### config.mk
export PLATFORM = sky130hd
export DESIGN_NAME = contour_turning_angle_stats_core_flat
export DESIGN_NICKNAME = d
export VERILOG_FILES = /design/src/rtl/ctas_pkg.sv /design/src/rtl/ctas_if.sv /design/src/rtl/contour_turning_angle_stats_core.sv /design/src/rtl/ctas_front.sv /design/src/rtl/ctas_fifo.sv /design/src/rtl/ctas_cordic.sv /design/src/rtl/ctas_back.sv /design/src/flat_wrapper.sv
export SDC_FILE = /design/constraint.sdc
export NUM_CORES = 2
export LEC_CHECK = 0
export BUFFER_PORTS_ARGS = -buffer_cell sky130_fd_sc_hd__buf_2
export CORE_MARGIN = 2
export CORE_UTILIZATION = 40
export CTS_CLUSTER_SIZE = 14
export DETAILED_ROUTE_END_ITERATION = 16
export SLEW_MARGIN = 20
export SYNTH_ARGS = -nofsm -noshare
export SYNTH_HDL_FRONTEND = slang
export SYNTH_HIERARCHICAL = 1
export SYNTH_SLANG_ARGS = --single-unit
export TNS_END_PERCENT = 1
### constraint.sdc
create_clock -name i_clk -period 13.1 [get_ports i_clk]
set_input_delay 3.93 -clock i_clk [delete_from_list [all_inputs] [get_ports i_clk]]
set_output_delay 3.93 -clock i_clk [all_outputs]
set_load 0.02 [all_outputs]
### src/rtl/ctas_pkg.sv
// Shared types, constants and the arctangent table for the contour turning angle statistics block.
// It depends on nothing. Every other file in rtl but ctas_fifo uses it through scoped names.
package ctas_pkg;

    // Widths of the configuration and result fields.
    localparam int LAG_BITS    = 7;
    localparam int ANGLE_BITS  = 16;
    localparam int MEAN_BITS   = 16;
    localparam int VAR_BITS    = 31;
    localparam int STATUS_BITS = 2;

    localparam logic [LAG_BITS-1:0]   LAG_RESET = 7'd5;
    localparam logic [ANGLE_BITS-1:0] HALF_TURN = 16'h8000;

    // Vectoring iterations of the arctangent unit.
    localparam int CORDIC_STEPS = 15;
    localparam int STEP_BITS    = 4;

    // Result status codes.
    localparam logic [STATUS_BITS-1:0] STATUS_OK  = 2'd0;
    localparam logic [STATUS_BITS-1:0] STATUS_FEW = 2'd1;
    localparam logic [STATUS_BITS-1:0] STATUS_OVF = 2'd2;

    // How the back end treats a queued point.
    typedef enum logic [1:0] {
        KIND_NONE,
        KIND_ANGLE,
        KIND_IGNORE
    } t_kind;

    // Control part of one queue entry.
    typedef struct packed {
        t_kind kind;
        logic  last;
        logic  ovf;
    } t_job_ctl;

    localparam int JOB_CTL_BITS = 4;

    // Handoff from the arctangent unit to the back end.
    typedef struct packed {
        logic                  done;
        logic [ANGLE_BITS-1:0] angle;
    } t_cordic_res;

    // Back end sequencer states.
    typedef enum logic [3:0] {
        ST_IDLE,
        ST_CORDIC,
        ST_FINISH,
        ST_MUL_NS2,
        ST_MUL_S1S1,
        ST_MUL_NN,
        ST_DIV_VAR,
        ST_DIV_MEAN,
        ST_RESULT
    } t_back_state;

    // Rounded atan(2^-i) in binary angle units, 65536 per turn.
    function automatic logic [ANGLE_BITS-1:0] atan_step(input logic [STEP_BITS-1:0] i);
        logic [ANGLE_BITS-1:0] v;
        case (i)
            4'd0:    v = 16'd8192;
            4'd1:    v = 16'd4836;
            4'd2:    v = 16'd2555;
            4'd3:    v = 16'd1297;
            4'd4:    v = 16'd651;
            4'd5:    v = 16'd326;
            4'd6:    v = 16'd163;
            4'd7:    v = 16'd81;
            4'd8:    v = 16'd41;
            4'd9:    v = 16'd20;
            4'd10:   v = 16'd10;
            4'd11:   v = 16'd5;
            4'd12:   v = 16'd3;
            4'd13:   v = 16'd1;
            4'd14:   v = 16'd1;
            default: v = 16'd0;
        endcase
        return v;
    endfunction

endpackage

### src/rtl/ctas_if.sv
// Channel interfaces of the contour turning angle statistics block: points, results, configuration.
// Depends on ctas_pkg for the field widths.

// Point channel, one contour point per transfer.
interface ctas_point_if #(
    parameter int COORD_BITS = 12
);
    logic                  valid;
    logic                  ready;
    logic [COORD_BITS-1:0] point_x;
    logic [COORD_BITS-1:0] point_y;
    logic                  last_point;

    modport source (output valid, output point_x, output point_y, output last_point,
                    input ready);
    modport sink   (input valid, input point_x, input point_y, input last_point,
                    output ready);
endinterface

// Result channel, one statistics record per contour.
interface ctas_result_if;
    logic                              valid;
    logic                              ready;
    logic [ctas_pkg::MEAN_BITS-1:0]    mean_turn;
    logic [ctas_pkg::VAR_BITS-1:0]     turn_variance;
    logic [ctas_pkg::STATUS_BITS-1:0]  status;

    modport source (output valid, output mean_turn, output turn_variance, output status,
                    input ready);
    modport sink   (input valid, input mean_turn, input turn_variance, input status,
                    output ready);
endinterface

// Configuration write channel for the lag register.
interface ctas_cfg_if;
    logic                          valid;
    logic                          ready;
    logic [ctas_pkg::LAG_BITS-1:0] lag;

    modport source (output valid, output lag, input ready);
    modport sink   (input valid, input lag, output ready);
endinterface

### src/rtl/contour_turning_angle_stats_core.sv
// Top level of the contour turning angle statistics block.
// Depends on ctas_pkg, ctas_if, ctas_front, ctas_fifo, ctas_cordic and ctas_back.
//
// Usage: points of one contour arrive on i_point, one per transfer, with last_point set on
// the final one. i_cfg writes the lag register (reset value 5) and is always ready; write it
// only while the block is idle. Each last point yields one transfer on o_result with the
// mean and population variance of the wrapped tangent angle changes and a status code.
// Timing: the front end takes a point every cycle into a four-entry job queue while the queue
// is not full. The back end pops no further point while a point with a tangent goes through
// the 15 iterations of the shared arctangent unit. On the last point the statistics are formed
// by the bit-serial multiply and divide unit, multiplies first and then the variance and mean
// divides, before the result is registered. Reset clears all contour state and the queue; the
// window memory needs no clearing. When o_result stalls, the finished result waits in its
// register, further points are still taken until the queue fills, and the next result waits
// for the register.
module contour_turning_angle_stats_core #(
    parameter int MAX_LAG    = 64,
    parameter int MAX_POINTS = 65536,
    parameter int COORD_BITS = 12
) (
    input  logic                 i_clk,
    input  logic                 i_rst_n,
    ctas_cfg_if.sink             i_cfg,
    ctas_point_if.sink           i_point,
    ctas_result_if.source        o_result
);

    localparam int QUEUE_DEPTH = 4;
    localparam int QW = ctas_pkg::JOB_CTL_BITS + 2 * (COORD_BITS + 1);

    logic [ctas_pkg::LAG_BITS-1:0] r_lag;

    logic                       push, full, pop, empty, cordic_start;
    ctas_pkg::t_job_ctl         front_ctl, back_ctl;
    logic signed [COORD_BITS:0] front_dx, front_dy, back_dx, back_dy;
    logic [QW-1:0]              q_in, q_out;
    ctas_pkg::t_cordic_res      cordic_res;

    // Lag register write transfer.
    assign i_cfg.ready = 1'b1;

    always_ff @(posedge i_clk) begin
        if (!i_rst_n) begin
            r_lag <= ctas_pkg::LAG_RESET;
        end else if (i_cfg.valid) begin
            r_lag <= i_cfg.lag;
        end
    end

    ctas_front #(
        .MAX_LAG    (MAX_LAG),
        .MAX_POINTS (MAX_POINTS),
        .COORD_BITS (COORD_BITS)
    ) u_front (
        .i_clk        (i_clk),
        .i_rst_n      (i_rst_n),
        .i_lag        (r_lag),
        .i_valid      (i_point.valid),
        .o_ready      (i_point.ready),
        .i_point_x    (i_point.point_x),
        .i_point_y    (i_point.point_y),
        .i_last_point (i_point.last_point),
        .o_push       (push),
        .i_full       (full),
        .o_ctl        (front_ctl),
        .o_dx         (front_dx),
        .o_dy         (front_dy)
    );

    // Job queue entry: control, then the difference vector.
    assign q_in = {front_ctl, front_dx, front_dy};
    assign {back_ctl, back_dx, back_dy} = q_out;

    ctas_fifo #(
        .WIDTH (QW),
        .DEPTH (QUEUE_DEPTH)
    ) u_fifo (
        .i_clk   (i_clk),
        .i_rst_n (i_rst_n),
        .i_push  (push),
        .i_data  (q_in),
        .o_full  (full),
        .i_pop   (pop),
        .o_data  (q_out),
        .o_empty (empty)
    );

    ctas_cordic #(
        .COORD_BITS (COORD_BITS)
    ) u_cordic (
        .i_clk   (i_clk),
        .i_rst_n (i_rst_n),
        .i_start (cordic_start),
        .i_dx    (back_dx),
        .i_dy    (back_dy),
        .o_res   (cordic_res)
    );

    ctas_back #(
        .MAX_POINTS (MAX_POINTS)
    ) u_back (
        .i_clk           (i_clk),
        .i_rst_n         (i_rst_n),
        .i_empty         (empty),
        .i_ctl           (back_ctl),
        .o_pop           (pop),
        .o_cordic_start  (cordic_start),
        .i_cordic        (cordic_res),
        .o_valid         (o_result.valid),
        .i_ready         (o_result.ready),
        .o_mean_turn     (o_result.mean_turn),
        .o_turn_variance (o_result.turn_variance),
        .o_status        (o_result.status)
    );

endmodule

### src/rtl/ctas_front.sv
// Front end: point window memory, point counting and classification of each point.
// Depends on ctas_pkg; feeds difference vectors into the job queue.
module ctas_front #(
    parameter int MAX_LAG    = 64,
    parameter int MAX_POINTS = 65536,
    parameter int COORD_BITS = 12
) (
    input  logic                          i_clk,
    input  logic                          i_rst_n,
    input  logic [ctas_pkg::LAG_BITS-1:0] i_lag,
    input  logic                          i_valid,
    output logic                          o_ready,
    input  logic [COORD_BITS-1:0]         i_point_x,
    input  logic [COORD_BITS-1:0]         i_point_y,
    input  logic                          i_last_point,
    output logic                          o_push,
    input  logic                          i_full,
    output ctas_pkg::t_job_ctl            o_ctl,
    output logic signed [COORD_BITS:0]    o_dx,
    output logic signed [COORD_BITS:0]    o_dy
);

    localparam int DEPTH  = MAX_LAG + 1;
    localparam int PTR_W  = $clog2(DEPTH);
    localparam int LW0    = $clog2(MAX_LAG + 1);
    localparam int LW     = (LW0 > ctas_pkg::LAG_BITS) ? LW0 : ctas_pkg::LAG_BITS;
    localparam int AW     = ((PTR_W > LW) ? PTR_W : LW) + 1;
    localparam int CNT_W  = $clog2(MAX_POINTS + 1);
    localparam int EW     = 2 * COORD_BITS;

    logic [EW-1:0]       r_win [DEPTH];
    logic [EW-1:0]       r_rd;
    logic [PTR_W-1:0]    r_wr, n_wr;
    logic [CNT_W-1:0]    r_count, n_count;
    logic                r_ovf, n_ovf;
    logic                r_s1_valid;
    ctas_pkg::t_job_ctl  r_s1_ctl, n_ctl;
    logic [COORD_BITS-1:0] r_s1_x, r_s1_y;
    logic                r_s1_zero;

    logic                accept;
    logic                we;
    logic [LW-1:0]       lag_eff;
    logic [AW-1:0]       wr_ext, l_ext, rd_ext;
    logic [PTR_W-1:0]    rd_idx;
    logic [COORD_BITS-1:0] old_x, old_y;

    assign o_ready = !r_s1_valid || !i_full;
    assign o_push  = r_s1_valid && !i_full;
    assign accept  = i_valid && o_ready;

    // Lag above MAX_LAG is clamped to MAX_LAG.
    always_comb begin
        if (32'(i_lag) > 32'(MAX_LAG)) begin
            lag_eff = LW'(MAX_LAG);
        end else begin
            lag_eff = LW'(i_lag);
        end
    end

    // Window slot of the point lag places back, modulo the window depth.
    always_comb begin
        wr_ext = AW'(r_wr);
        l_ext  = AW'(lag_eff);
        if (wr_ext >= l_ext) begin
            rd_ext = wr_ext - l_ext;
        end else begin
            rd_ext = wr_ext + AW'(DEPTH) - l_ext;
        end
        rd_idx = rd_ext[PTR_W-1:0];
    end

    // Classify the point and advance the contour counters.
    always_comb begin
        n_ovf      = r_ovf;
        n_count    = r_count;
        n_wr       = r_wr;
        we         = 1'b0;
        n_ctl.kind = ctas_pkg::KIND_IGNORE;
        n_ctl.last = i_last_point;
        if (32'(r_count) >= 32'(MAX_POINTS)) begin
            n_ovf = 1'b1;
        end else if (!r_ovf) begin
            we = accept;
            if (32'(r_count) >= 32'(lag_eff)) begin
                n_ctl.kind = ctas_pkg::KIND_ANGLE;
            end else begin
                n_ctl.kind = ctas_pkg::KIND_NONE;
            end
            n_count = r_count + CNT_W'(1);
            n_wr    = (r_wr == PTR_W'(DEPTH - 1)) ? '0 : r_wr + PTR_W'(1);
        end
        n_ctl.ovf = n_ovf;
        if (i_last_point) begin
            n_ovf   = 1'b0;
            n_count = '0;
            n_wr    = '0;
        end
    end

    // Control registers.
    always_ff @(posedge i_clk) begin
        if (!i_rst_n) begin
            r_wr       <= '0;
            r_count    <= '0;
            r_ovf      <= 1'b0;
            r_s1_valid <= 1'b0;
        end else begin
            if (accept) begin
                r_wr       <= n_wr;
                r_count    <= n_count;
                r_ovf      <= n_ovf;
                r_s1_valid <= 1'b1;
            end else if (o_push) begin
                r_s1_valid <= 1'b0;
            end
        end
    end

    // Point window memory and the staged point.
    always_ff @(posedge i_clk) begin
        if (we) begin
            r_win[r_wr] <= {i_point_x, i_point_y};
        end
        if (accept) begin
            r_rd      <= r_win[rd_idx];
            r_s1_ctl  <= n_ctl;
            r_s1_x    <= i_point_x;
            r_s1_y    <= i_point_y;
            r_s1_zero <= (lag_eff == '0);
        end
    end

    // Difference vector; a lag of zero gives the zero vector.
    assign old_x = r_rd[EW-1:COORD_BITS];
    assign old_y = r_rd[COORD_BITS-1:0];
    assign o_ctl = r_s1_ctl;

    always_comb begin
        if (r_s1_zero) begin
            o_dx = '0;
            o_dy = '0;
        end else begin
            o_dx = $signed({1'b0, r_s1_x}) - $signed({1'b0, old_x});
            o_dy = $signed({1'b0, r_s1_y}) - $signed({1'b0, old_y});
        end
    end

endmodule

### src/rtl/ctas_fifo.sv
// Short job queue between the front end and the back end.
// Depends on ctas_pkg only through the entry width chosen by the instantiating module.
module ctas_fifo #(
    parameter int WIDTH = 32,
    parameter int DEPTH = 4
) (
    input  logic             i_clk,
    input  logic             i_rst_n,
    input  logic             i_push,
    input  logic [WIDTH-1:0] i_data,
    output logic             o_full,
    input  logic             i_pop,
    output logic [WIDTH-1:0] o_data,
    output logic             o_empty
);

    localparam int AW = $clog2(DEPTH);
    localparam int CW = AW + 1;

    logic [WIDTH-1:0] r_mem [DEPTH];
    logic [AW-1:0]    r_wp, r_rp;
    logic [CW-1:0]    r_cnt;

    assign o_full  = (r_cnt == CW'(DEPTH));
    assign o_empty = (r_cnt == '0);
    assign o_data  = r_mem[r_rp];

    // Pointers and fill level.
    always_ff @(posedge i_clk) begin
        if (!i_rst_n) begin
            r_wp  <= '0;
            r_rp  <= '0;
            r_cnt <= '0;
        end else begin
            if (i_push) begin
                r_wp <= (r_wp == AW'(DEPTH - 1)) ? '0 : r_wp + AW'(1);
            end
            if (i_pop) begin
                r_rp <= (r_rp == AW'(DEPTH - 1)) ? '0 : r_rp + AW'(1);
            end
            if (i_push && !i_pop) begin
                r_cnt <= r_cnt + CW'(1);
            end else if (!i_push && i_pop) begin
                r_cnt <= r_cnt - CW'(1);
            end
        end
    end

    // Entry storage.
    always_ff @(posedge i_clk) begin
        if (i_push) begin
            r_mem[r_wp] <= i_data;
        end
    end

    a_fill_bound: assert property (@(posedge i_clk) disable iff (!i_rst_n)
        r_cnt <= CW'(DEPTH))
        else $error("queue fill level above its depth");

    a_no_pop_empty: assert property (@(posedge i_clk) disable iff (!i_rst_n)
        i_pop |-> !o_empty)
        else $error("queue popped while empty");

endmodule

### src/rtl/ctas_cordic.sv
// Iterative vectoring arctangent unit, one rotation step per cycle.
// Depends on ctas_pkg for the angle table and the result struct.
module ctas_cordic #(
    parameter int COORD_BITS = 12
) (
    input  logic                       i_clk,
    input  logic                       i_rst_n,
    input  logic                       i_start,
    input  logic signed [COORD_BITS:0] i_dx,
    input  logic signed [COORD_BITS:0] i_dy,
    output ctas_pkg::t_cordic_res      o_res
);

    localparam int CW = COORD_BITS + 20;

    logic                              r_busy;
    logic                              r_done;
    logic                              r_zero;
    logic [ctas_pkg::STEP_BITS-1:0]    r_i;
    logic signed [CW-1:0]              r_x, r_y;
    logic [ctas_pkg::ANGLE_BITS-1:0]   r_z;

    logic signed [CW-1:0]              x0, y0, xs, ys;
    logic [ctas_pkg::ANGLE_BITS-1:0]   t;

    // Inputs scaled by 65536.
    assign x0 = {{(CW - COORD_BITS - 17){i_dx[COORD_BITS]}}, i_dx, 16'h0000};
    assign y0 = {{(CW - COORD_BITS - 17){i_dy[COORD_BITS]}}, i_dy, 16'h0000};
    assign xs = r_x >>> r_i;
    assign ys = r_y >>> r_i;
    assign t  = ctas_pkg::atan_step(r_i);

    // Control: one step per cycle until the last iteration.
    always_ff @(posedge i_clk) begin
        if (!i_rst_n) begin
            r_busy <= 1'b0;
            r_done <= 1'b0;
            r_i    <= '0;
        end else begin
            r_done <= 1'b0;
            if (i_start && !r_busy) begin
                r_busy <= 1'b1;
                r_i    <= '0;
            end else if (r_busy) begin
                if (r_i == ctas_pkg::STEP_BITS'(ctas_pkg::CORDIC_STEPS - 1)) begin
                    r_busy <= 1'b0;
                    r_done <= 1'b1;
                end
                r_i <= r_i + ctas_pkg::STEP_BITS'(1);
            end
        end
    end

    // Rotation datapath; a vector in the left half plane is turned by half a turn first.
    always_ff @(posedge i_clk) begin
        if (i_start && !r_busy) begin
            r_zero <= (i_dx == '0) && (i_dy == '0);
            if (i_dx < 0) begin
                r_x <= -x0;
                r_y <= -y0;
                r_z <= ctas_pkg::HALF_TURN;
            end else begin
                r_x <= x0;
                r_y <= y0;
                r_z <= '0;
            end
        end else if (r_busy) begin
            if (r_y > 0) begin
                r_x <= r_x + ys;
                r_y <= r_y - xs;
                r_z <= r_z + t;
            end else begin
                r_x <= r_x - ys;
                r_y <= r_y + xs;
                r_z <= r_z - t;
            end
        end
    end

    assign o_res.done  = r_done;
    assign o_res.angle = r_zero ? '0 : r_z;

endmodule

### src/rtl/ctas_back.sv
// Back end: turning angle sums, the end of contour statistics sequencer and the result register.
// Depends on ctas_pkg and drives the shared arctangent unit.
module ctas_back #(
    parameter int MAX_POINTS = 65536
) (
    input  logic                             i_clk,
    input  logic                             i_rst_n,
    input  logic                             i_empty,
    input  ctas_pkg::t_job_ctl               i_ctl,
    output logic                             o_pop,
    output logic                             o_cordic_start,
    input  ctas_pkg::t_cordic_res            i_cordic,
    output logic                             o_valid,
    input  logic                             i_ready,
    output logic [ctas_pkg::MEAN_BITS-1:0]   o_mean_turn,
    output logic [ctas_pkg::VAR_BITS-1:0]    o_turn_variance,
    output logic [ctas_pkg::STATUS_BITS-1:0] o_status
);

    localparam int NW  = $clog2(MAX_POINTS + 1);
    localparam int S1W = NW + 16;
    localparam int S2W = NW + 31;
    localparam int PW  = NW + S2W;
    localparam int CTW = $clog2(PW);
    localparam int AB  = ctas_pkg::ANGLE_BITS;

    ctas_pkg::t_back_state r_state, n_state;

    logic                 r_last, r_ovf, r_prev_valid;
    logic [AB-1:0]        r_prev_angle;
    logic [NW-1:0]        r_n;
    logic [S1W-1:0]       r_s1;
    logic [S2W-1:0]       r_s2;
    logic [PW-1:0]        r_opa, r_opb, r_acc, r_m1;
    logic [PW:0]          r_rem;
    logic [CTW-1:0]       r_cnt;
    logic [ctas_pkg::MEAN_BITS-1:0]   r_mean;
    logic [ctas_pkg::VAR_BITS-1:0]    r_var;
    logic [ctas_pkg::STATUS_BITS-1:0] r_stat;
    logic                 r_out_valid;
    logic [ctas_pkg::MEAN_BITS-1:0]   r_out_mean;
    logic [ctas_pkg::VAR_BITS-1:0]    r_out_var;
    logic [ctas_pkg::STATUS_BITS-1:0] r_out_status;

    logic [PW-1:0]        mul_acc, div_acc;
    logic [PW:0]          rem_sh, div_rem;
    logic                 div_ge;
    logic                 step_end;
    logic                 out_free;
    logic [AB-1:0]        d, w;
    logic [2*AB-1:0]      ww;

    // Shift-add multiply and restoring divide, one bit per cycle.
    assign mul_acc  = (r_acc << 1) + (r_opb[PW-1] ? r_opa : '0);
    assign rem_sh   = {r_rem[PW-1:0], r_opa[PW-1]};
    assign div_ge   = rem_sh >= {1'b0, r_opb};
    assign div_rem  = div_ge ? rem_sh - {1'b0, r_opb} : rem_sh;
    assign div_acc  = {r_acc[PW-2:0], div_ge};
    assign step_end = (r_cnt == CTW'(PW - 1));
    assign out_free = !r_out_valid || i_ready;

    // Wrapped change between neighbouring tangent angles.
    assign d  = i_cordic.angle - r_prev_angle;
    assign w  = (d <= ctas_pkg::HALF_TURN) ? d : AB'(0) - d;
    assign ww = w * w;

    // Next state.
    always_comb begin
        n_state = r_state;
        unique case (r_state)
            ctas_pkg::ST_IDLE: begin
                if (!i_empty) begin
                    if (i_ctl.kind == ctas_pkg::KIND_ANGLE) begin
                        n_state = ctas_pkg::ST_CORDIC;
                    end else if (i_ctl.last) begin
                        n_state = ctas_pkg::ST_FINISH;
                    end
                end
            end
            ctas_pkg::ST_CORDIC: begin
                if (i_cordic.done) begin
                    n_state = r_last ? ctas_pkg::ST_FINISH : ctas_pkg::ST_IDLE;
                end
            end
            ctas_pkg::ST_FINISH: begin
                if (r_ovf || r_n == '0) begin
                    n_state = ctas_pkg::ST_RESULT;
                end else begin
                    n_state = ctas_pkg::ST_MUL_NS2;
                end
            end
            ctas_pkg::ST_MUL_NS2:  if (step_end) n_state = ctas_pkg::ST_MUL_S1S1;
            ctas_pkg::ST_MUL_S1S1: if (step_end) n_state = ctas_pkg::ST_MUL_NN;
            ctas_pkg::ST_MUL_NN:   if (step_end) n_state = ctas_pkg::ST_DIV_VAR;
            ctas_pkg::ST_DIV_VAR:  if (step_end) n_state = ctas_pkg::ST_DIV_MEAN;
            ctas_pkg::ST_DIV_MEAN: if (step_end) n_state = ctas_pkg::ST_RESULT;
            ctas_pkg::ST_RESULT: begin
                if (out_free) begin
                    n_state = ctas_pkg::ST_IDLE;
                end
            end
            default: n_state = ctas_pkg::ST_IDLE;
        endcase
    end

    // Outputs of the sequencer.
    always_comb begin
        o_pop          = (r_state == ctas_pkg::ST_IDLE) && !i_empty;
        o_cordic_start = o_pop && (i_ctl.kind == ctas_pkg::KIND_ANGLE);
    end

    // State, contour sums and the result register.
    always_ff @(posedge i_clk) begin
        if (!i_rst_n) begin
            r_state      <= ctas_pkg::ST_IDLE;
            r_prev_valid <= 1'b0;
            r_prev_angle <= '0;
            r_n          <= '0;
            r_s1         <= '0;
            r_s2         <= '0;
            r_out_valid  <= 1'b0;
        end else begin
            r_state <= n_state;
            if (o_pop && i_ctl.kind == ctas_pkg::KIND_NONE) begin
                r_prev_valid <= 1'b0;
            end
            if (r_state == ctas_pkg::ST_CORDIC && i_cordic.done) begin
                if (r_prev_valid) begin
                    r_s1 <= r_s1 + S1W'(w);
                    r_s2 <= r_s2 + S2W'(ww);
                    r_n  <= r_n + NW'(1);
                end
                r_prev_angle <= i_cordic.angle;
                r_prev_valid <= 1'b1;
            end
            if (r_state == ctas_pkg::ST_RESULT && out_free) begin
                r_out_valid  <= 1'b1;
                r_prev_valid <= 1'b0;
                r_prev_angle <= '0;
                r_n          <= '0;
                r_s1         <= '0;
                r_s2         <= '0;
            end else if (r_out_valid && i_ready) begin
                r_out_valid <= 1'b0;
            end
        end
    end

    // Arithmetic sequencer datapath.
    always_ff @(posedge i_clk) begin
        if (o_pop) begin
            r_last <= i_ctl.last;
            r_ovf  <= i_ctl.ovf;
        end
        r_cnt <= step_end ? '0 : r_cnt + CTW'(1);
        case (r_state)
            ctas_pkg::ST_FINISH: begin
                r_mean <= '0;
                r_var  <= '0;
                if (r_ovf) begin
                    r_stat <= ctas_pkg::STATUS_OVF;
                end else if (r_n == '0) begin
                    r_stat <= ctas_pkg::STATUS_FEW;
                end else begin
                    r_stat <= ctas_pkg::STATUS_OK;
                end
                r_opa <= PW'(r_s2);
                r_opb <= PW'(r_n);
                r_acc <= '0;
                r_cnt <= '0;
            end
            ctas_pkg::ST_MUL_NS2, ctas_pkg::ST_MUL_S1S1, ctas_pkg::ST_MUL_NN: begin
                r_acc <= mul_acc;
                r_opb <= r_opb << 1;
                if (step_end) begin
                    r_acc <= '0;
                    r_rem <= '0;
                    if (r_state == ctas_pkg::ST_MUL_NS2) begin
                        r_m1  <= mul_acc;
                        r_opa <= PW'(r_s1);
                        r_opb <= PW'(r_s1);
                    end else if (r_state == ctas_pkg::ST_MUL_S1S1) begin
                        r_m1  <= r_m1 - mul_acc;
                        r_opa <= PW'(r_n);
                        r_opb <= PW'(r_n);
                    end else begin
                        r_opa <= r_m1;
                        r_opb <= mul_acc;
                    end
                end
            end
            ctas_pkg::ST_DIV_VAR, ctas_pkg::ST_DIV_MEAN: begin
                r_acc <= div_acc;
                r_rem <= div_rem;
                r_opa <= r_opa << 1;
                if (step_end) begin
                    r_acc <= '0;
                    r_rem <= '0;
                    if (r_state == ctas_pkg::ST_DIV_VAR) begin
                        r_var <= div_acc[ctas_pkg::VAR_BITS-1:0];
                        r_opa <= PW'(r_s1);
                        r_opb <= PW'(r_n);
                    end else begin
                        r_mean <= div_acc[ctas_pkg::MEAN_BITS-1:0];
                    end
                end
            end
            ctas_pkg::ST_RESULT: begin
                if (out_free) begin
                    r_out_mean   <= r_mean;
                    r_out_var    <= r_var;
                    r_out_status <= r_stat;
                end
            end
            default: begin
            end
        endcase
    end

    assign o_valid         = r_out_valid;
    assign o_mean_turn     = r_out_mean;
    assign o_turn_variance = r_out_var;
    assign o_status        = r_out_status;

    a_error_zeros: assert property (@(posedge i_clk) disable iff (!i_rst_n)
        r_out_valid && r_out_status != ctas_pkg::STATUS_OK
            |-> r_out_mean == '0 && r_out_var == '0)
        else $error("error result carries nonzero statistics");

    a_mean_range: assert property (@(posedge i_clk) disable iff (!i_rst_n)
        r_out_valid |-> r_out_mean <= ctas_pkg::HALF_TURN)
        else $error("mean turning angle above half a turn");

    a_cordic_owned: assert property (@(posedge i_clk) disable iff (!i_rst_n)
        i_cordic.done |-> r_state == ctas_pkg::ST_CORDIC)
        else $error("arctangent finished while the back end was not waiting");

endmodule

### src/flat_wrapper.sv
// flat-port wrapper written by rule: the top's interface ports become plain ports
module contour_turning_angle_stats_core_flat 
#(
    parameter int MAX_LAG    = 64,
    parameter int MAX_POINTS = 65536,
    parameter int COORD_BITS = 12
)
  (i_clk, i_rst_n, i_cfg_valid, i_cfg_lag, i_cfg_ready, i_point_valid, i_point_point_x, i_point_point_y, i_point_last_point, i_point_ready, o_result_valid, o_result_mean_turn, o_result_turn_variance, o_result_status, o_result_ready);
  ctas_cfg_if i_cfg_i ();
  ctas_point_if #(.COORD_BITS(COORD_BITS)) i_point_i ();
  ctas_result_if o_result_i ();
  input  logic i_clk;
  input  logic i_rst_n;
  input wire logic [$bits(i_cfg_i.valid)-1:0] i_cfg_valid;
  input wire logic [$bits(i_cfg_i.lag)-1:0] i_cfg_lag;
  output wire logic [$bits(i_cfg_i.ready)-1:0] i_cfg_ready;
  input wire logic [$bits(i_point_i.valid)-1:0] i_point_valid;
  input wire logic [$bits(i_point_i.point_x)-1:0] i_point_point_x;
  input wire logic [$bits(i_point_i.point_y)-1:0] i_point_point_y;
  input wire logic [$bits(i_point_i.last_point)-1:0] i_point_last_point;
  output wire logic [$bits(i_point_i.ready)-1:0] i_point_ready;
  output wire logic [$bits(o_result_i.valid)-1:0] o_result_valid;
  output wire logic [$bits(o_result_i.mean_turn)-1:0] o_result_mean_turn;
  output wire logic [$bits(o_result_i.turn_variance)-1:0] o_result_turn_variance;
  output wire logic [$bits(o_result_i.status)-1:0] o_result_status;
  input wire logic [$bits(o_result_i.ready)-1:0] o_result_ready;
  assign i_cfg_i.valid = i_cfg_valid;
  assign i_cfg_i.lag = i_cfg_lag;
  assign i_cfg_ready = i_cfg_i.ready;
  assign i_point_i.valid = i_point_valid;
  assign i_point_i.point_x = i_point_point_x;
  assign i_point_i.point_y = i_point_point_y;
  assign i_point_i.last_point = i_point_last_point;
  assign i_point_ready = i_point_i.ready;
  assign o_result_valid = o_result_i.valid;
  assign o_result_mean_turn = o_result_i.mean_turn;
  assign o_result_turn_variance = o_result_i.turn_variance;
  assign o_result_status = o_result_i.status;
  assign o_result_i.ready = o_result_ready;
  contour_turning_angle_stats_core #(.MAX_LAG(MAX_LAG), .MAX_POINTS(MAX_POINTS), .COORD_BITS(COORD_BITS)) u_core (.i_clk(i_clk), .i_rst_n(i_rst_n), .i_cfg(i_cfg_i), .i_point(i_point_i), .o_result(o_result_i));
endmodule
# Yosys cells after proc, flatten, opt, wreduce, memory -nomap -nowiden
# Memory sizes are Yosys's and may differ from the RTL's. A register that Yosys moved wholly into a read port is not among the register bits.
# Index checks and enable logic that the tools add are counted.
# W data, S select, Z words.
[op_classes]
magnitude_cmp = 8
bitwise_logic = 2
eq_ne = 30
addsub = 29
shift = 2
mux = 94
reduce_logical = 55
mul = 1
[ops]
columns = ["cell", "count"]
rows = [
  ["$mux W65", 16],
  ["$pmux W65 S3", 2],
  ["$mux W32", 8],
  ["$pmux W64 S3", 1],
  ["$pmux W65 S2", 1],
  ["$sub A65 B65 Y65", 2],
  ["$mux W16", 8],
  ["$mux W64", 2],
  ["$ge A66 B65 Y1", 1],
  ["$add A65 B65 Y65", 1],
  ["$add A32 B32 Y32", 2],
  ["$neg A29 Y32", 2],
  ["$sshr A32 B4 Y32", 2],
  ["$sub A32 B32 Y32", 2],
  ["$mux W31", 2],
  ["$pmux W31 S2", 1],
  ["$mux W4", 13],
  ["$mux W17", 3],
  ["$add A48 B32 Y48", 1],
  ["$mux W7", 6],
  ["$pmux W4 S9", 1],
  ["$add A17 B1 Y17 const B", 2],
  ["$add A33 B16 Y33", 1],
  ["$gt A32 B1 Y1 const B", 1],
  ["51 further kinds", 140],
]
[totals]
memories = 3
reg_bits = 707
out_inout_bits = 52
ramBits = 1680
word_cells = 266
mem_bits_ro = 224
[mem_list]
columns = ["memory", "words", "width", "read_ports", "rd_ports_with_merged_regs", "wr", "line", "text"]
rows = [
  ["u_core.u_front.r_win", 65, 24, 1, 1, 1, "ctas_front.sv:31", "logic [EW-1:0] r_win [DEPTH];"],
  ["(name not given)", 16, 14, 1, 1, 0, "ctas_pkg.sv:62", "case (i)"],
  ["u_core.u_fifo.r_mem", 4, 30, 1, 1, 1, "ctas_fifo.sv:20", "logic [WIDTH-1:0] r_mem [DEPTH];"],
]

# Longest topological paths before layout
[logic_depth]
depth_word = 8
depth_mapped = 45
mapped_depth_nobuf = 44

# Cells and area by module
# Netlist, hierarchy kept.
[modules_own_cells]
columns = ["mod", "area_each_um2", "seq_area_each_um2", "cells_each", "instances"]
rows = [
  ["ctas_front", 69579.2, 48957.0, 5025, 1],
  ["ctas_back", 44916.8, 15274.6, 4978, 1],
  ["ctas_cordic", 13690.6, 2832.7, 1615, 1],
  ["ctas_fifo", 4785.8, 3783.6, 200, 1],
  ["contour_turning_angle_stats_core", 271.5, 140.1, 24, 1],
]

# Worst setup path after synthesis
# No wires, ideal clock.
[synth_path]
path_type = "reg-to-reg"
start = "reg u_core.u_cordic.r_zero"
end = "reg u_core.u_back.r_s2[40]"
setup_slack_ns = 2.991
path_stages_with_launch = 41
required_ns = 12.972
arrival_ns = 9.981
n_path_buf = 3
cell_sequence = "edfxtp_1 clkbuf_1 nor2_1 inv_1 ha_1 inv_1 fa_1 a21oi_1 nor2b_1 nor2_1 xor2_1 nand2_1 nor4_1 nand2b_1 clkbuf_1 o41ai_4 nor2_1 xor2_1 [5 not listed] or3_1 nand3_1 fa_1 fa_1 inv_1 fa_1 fa_1 ha_1 a211o_1 a2111o_1 a31o_2 a2111oi_0 o31a_1 o21ai_0 a21oi_1 nor2b_1 xnor2_1 nor2_1"
[synth_lines]
columns = ["element", "line", "text"]
rows = [
  ["from (decl)", "ctas_cordic.sv:18", "logic r_zero;"],
  ["from (signal assigned)", "ctas_cordic.sv:57", "r_zero <= (i_dx == '0) && (i_dy == '0);"],
  ["to (signal assigned)", "ctas_back.sv:130", "r_s2 <= r_s2 + S2W'(ww);"],
  ["to (decl)", "ctas_back.sv:33", "logic [S2W-1:0] r_s2;"],
]

==> impl_metrics.toml <==
[setup_path]
cp.required_ps = 13810
critPathLaunchType = "flip-flop"
critical_path_class = "reg -> reg"
max_stage_delay_ps = 770
end_kind = "flip-flop"
crit_path_max_fanout = 16
critical_path_arrival_ps = 12610
cp_slowest_cell = "o41ai_4"

[die]
die-area_mm2 = 0.3377
initial_core_util = 0.4025
fp.dieH_um = 581.2
rows = 211
die_x_um = 581.2
io_pins = 89
coreArea_mm2 = 0.3311

[sta]
worst_pin_slew_ps = 1146
setup-tns-final_ps = 0
fin_ws_ps = 1200
clock_skew_ps = 68.53
hold_violations = 0
finalCriticalPeriod_ps = 11900
rsz0062_at_grt = "no"
max_freq_ghz = 0.08403
setup_violations = 0
finalCritPeriodShare = 0.9084
slew_headroom = 0.2344
finalMaxSlewViolations = 0

[final_layout]
areaGrowthSynthToFinish_pct = 10.85
seq_area_mm2 = 0.07100
drive_gt1_frac = 0.09558
multi_input_area_mm2 = 0.05763
nFillCells = 30430
fin_nets = 12480

[synthesis]
synth-edff-count = 2238
avgSynthCellArea_um2 = 11.25
synthFlopType = "edfxtp_1"
yosysTopAreaCellShare = 0.5044
yosysSeqAreaShare = 0.5328
netlist_area_mm2 = 0.1332
yosys_warnings = 6
netlist-cell-type-count = 119
synth_top_area_cell = "edfxtp_1"
synth-seq-cells = 2427
syn_inst = 11840
yosys-top-cells-area = "edfxtp_1, ha_1, nand2_1, fa_1, mux2i_1"
synthArstFlopShare = 0

[global_routing]
grt_pass1_vias = 95150
antenna_found_initial = 22
grt-busiest-layer = "met2"
grt_use_met2 = 0.3753
grt_overflow_total = 0
track_usage = 0.2297
grt_max_degree = 131
grt_use_met3 = 0.03129
grt_pass1_wl_mm = 600.5
grtUsageMet1 = 0.3100

[min_path]
hold_path_class = "reg -> reg"

[place]
port_buffers = 87
hpwl_mm = 260.0
pre_cts_slack_ps = 1374
place.gp.congestion = 0.9104

[drt]
drt_iter0_drc = 10180
via_per_inst = 5.940
detail-route-antenna-nets = 0
vias = 97070
routed_wl_mm = 400.7
wire_per_inst_um = 24.52
route.detailed.drc = 0
firstDrtPassIters = 8

[flow_run]
maxCapViolCount = 0

[clocking]
post_cts.repair.setup_buffers = 0
h-tree-depth = 5
cts_resized = 0
clock-root-buffer = "clkbuf_16"
clk_pin_slew_ps = 60
clock-sinks = 2427
insertion_delay_ps = 930
hold_buffers = 0
numCtsBuffers = 279
tritoncts = "built"
cts_buffer_depth = 4

[outcome]
outcome = "completed"
critical path, delay by kind of cell (launching register included):
kind	cells	cell delay (ps)
fa+ha+maj	9	3980
compound gates	13	4190
xor+xnor	2	650
buf+inv	7	760
simple gates	9	1450
flops	1	690
synth_stat cells (all sizes together) (183+ instances only):
cell type,count
mux2i,418
dfxtp,189
edfxtp,2238
xor2,193
buf,192
o22ai,186
nand3,200
and2,183
nand2,1242
inv,609
nor2,829
ha,482
clkbuf,499
o21ai,465
fa,211
a21oi,827
xnor2,259
logic make-up after synthesis:
family                     Yosys count  share of synthesized area
AOI/OAI and AO/OA                 2962                     0.1474
xor gates and xnor gates           452                    0.02994
adders and majority gates          693                    0.07696
buffers and inverters             1303                    0.03943
DFF                               2427                     0.5328
muxes                              578                    0.05239
other                                3                 0.00008451
and+or+nand+nor                   3424                     0.1210
final timing paths:
kind	from	endpoint	slack, ps	depth (start not counted)
setup / recovery	u_core/u_cordic/r_zero	u_core/u_back/r_s2[44]	1200	40
hold / removal	u_core/u_back/r_var[27]	u_core/u_back/o_turn_variance[27]	410	0
setup reg to reg	u_core/u_cordic/r_zero	u_core/u_back/r_s2[44]	1200	40
hold reg to reg	u_core/u_back/r_var[27]	u_core/u_back/o_turn_variance[27]	410	0
flip-flops by register name (all words and copies together) (netlist names), 17 cells and up, named ones only:
| register | count |
|---|---|
| u_core/u_back/r_s2 | 48 |
| u_core/u_back/r_opa | 65 |
| u_core/u_back/r_m1 | 65 |
| u_core/u_back/r_n | 17 |
| u_core/u_back/r_s1 | 33 |
| u_core/u_front/r_win | 1560 |
| u_core/u_back/o_turn_variance | 31 |
| u_core/u_back/r_acc | 64 |
| u_core/u_front/r_count | 17 |
| u_core/u_front/r_rd | 24 |
| u_core/u_back/r_rem | 65 |
| u_core/u_cordic/r_y | 32 |
| u_core/u_back/r_var | 31 |
| u_core/u_fifo/r_mem | 120 |
| u_core/u_cordic/r_x | 32 |
| u_core/u_back/r_opb | 65 |
per-stage QoR:
stage	std cells	hold WS, ps	utilization	cell area (µm²)
after detailed placement	15830	404.5	0.4184	138500
after floorplan	11850	400.3	-	133300
after CTS	16340	418.3	0.4460	147700
after global routing	16340	420.0	0.4461	147700
after global placement	15830	403.5	0.4184	138500
final	16340	413.5	0.4461	147700
placed cells by master (no fill, tap or decap), types with 219 or more instances in the layout:
cell type,Yosys,layout
edfxtp_1,2238,2238
nand2_1,1241,1237
a21oi_1,823,823
nor2_1,822,744
inv_1,601,599
ha_1,482,480
o21ai_0,444,444
mux2i_1,417,417
clkbuf_16,0,289
xnor2_1,255,252
buf_4,18,219
layer usage:
metal | share of wire | vias up
met1 | 0.42 | 48600
li1 | - | 44010
met5 | 0.00014 | -
met2 | 0.47 | 3770
met4 | 0.039 | 8
met3 | 0.072 | 680
area by class of cell:
class,count,share of cell area
timing repair buffer,309,0.01459
sequential,2427,0.4807
inverter,612,0.01555
clock inverter,157,0.01083
tap,4366,0.03699
multi-input combinational,8120,0.3902
antenna,6,0.0001017
clock buffer,344,0.05104
Power is not shown: default switching activity piles up to over one toggle a cycle in this logic, so the estimate is an artifact.
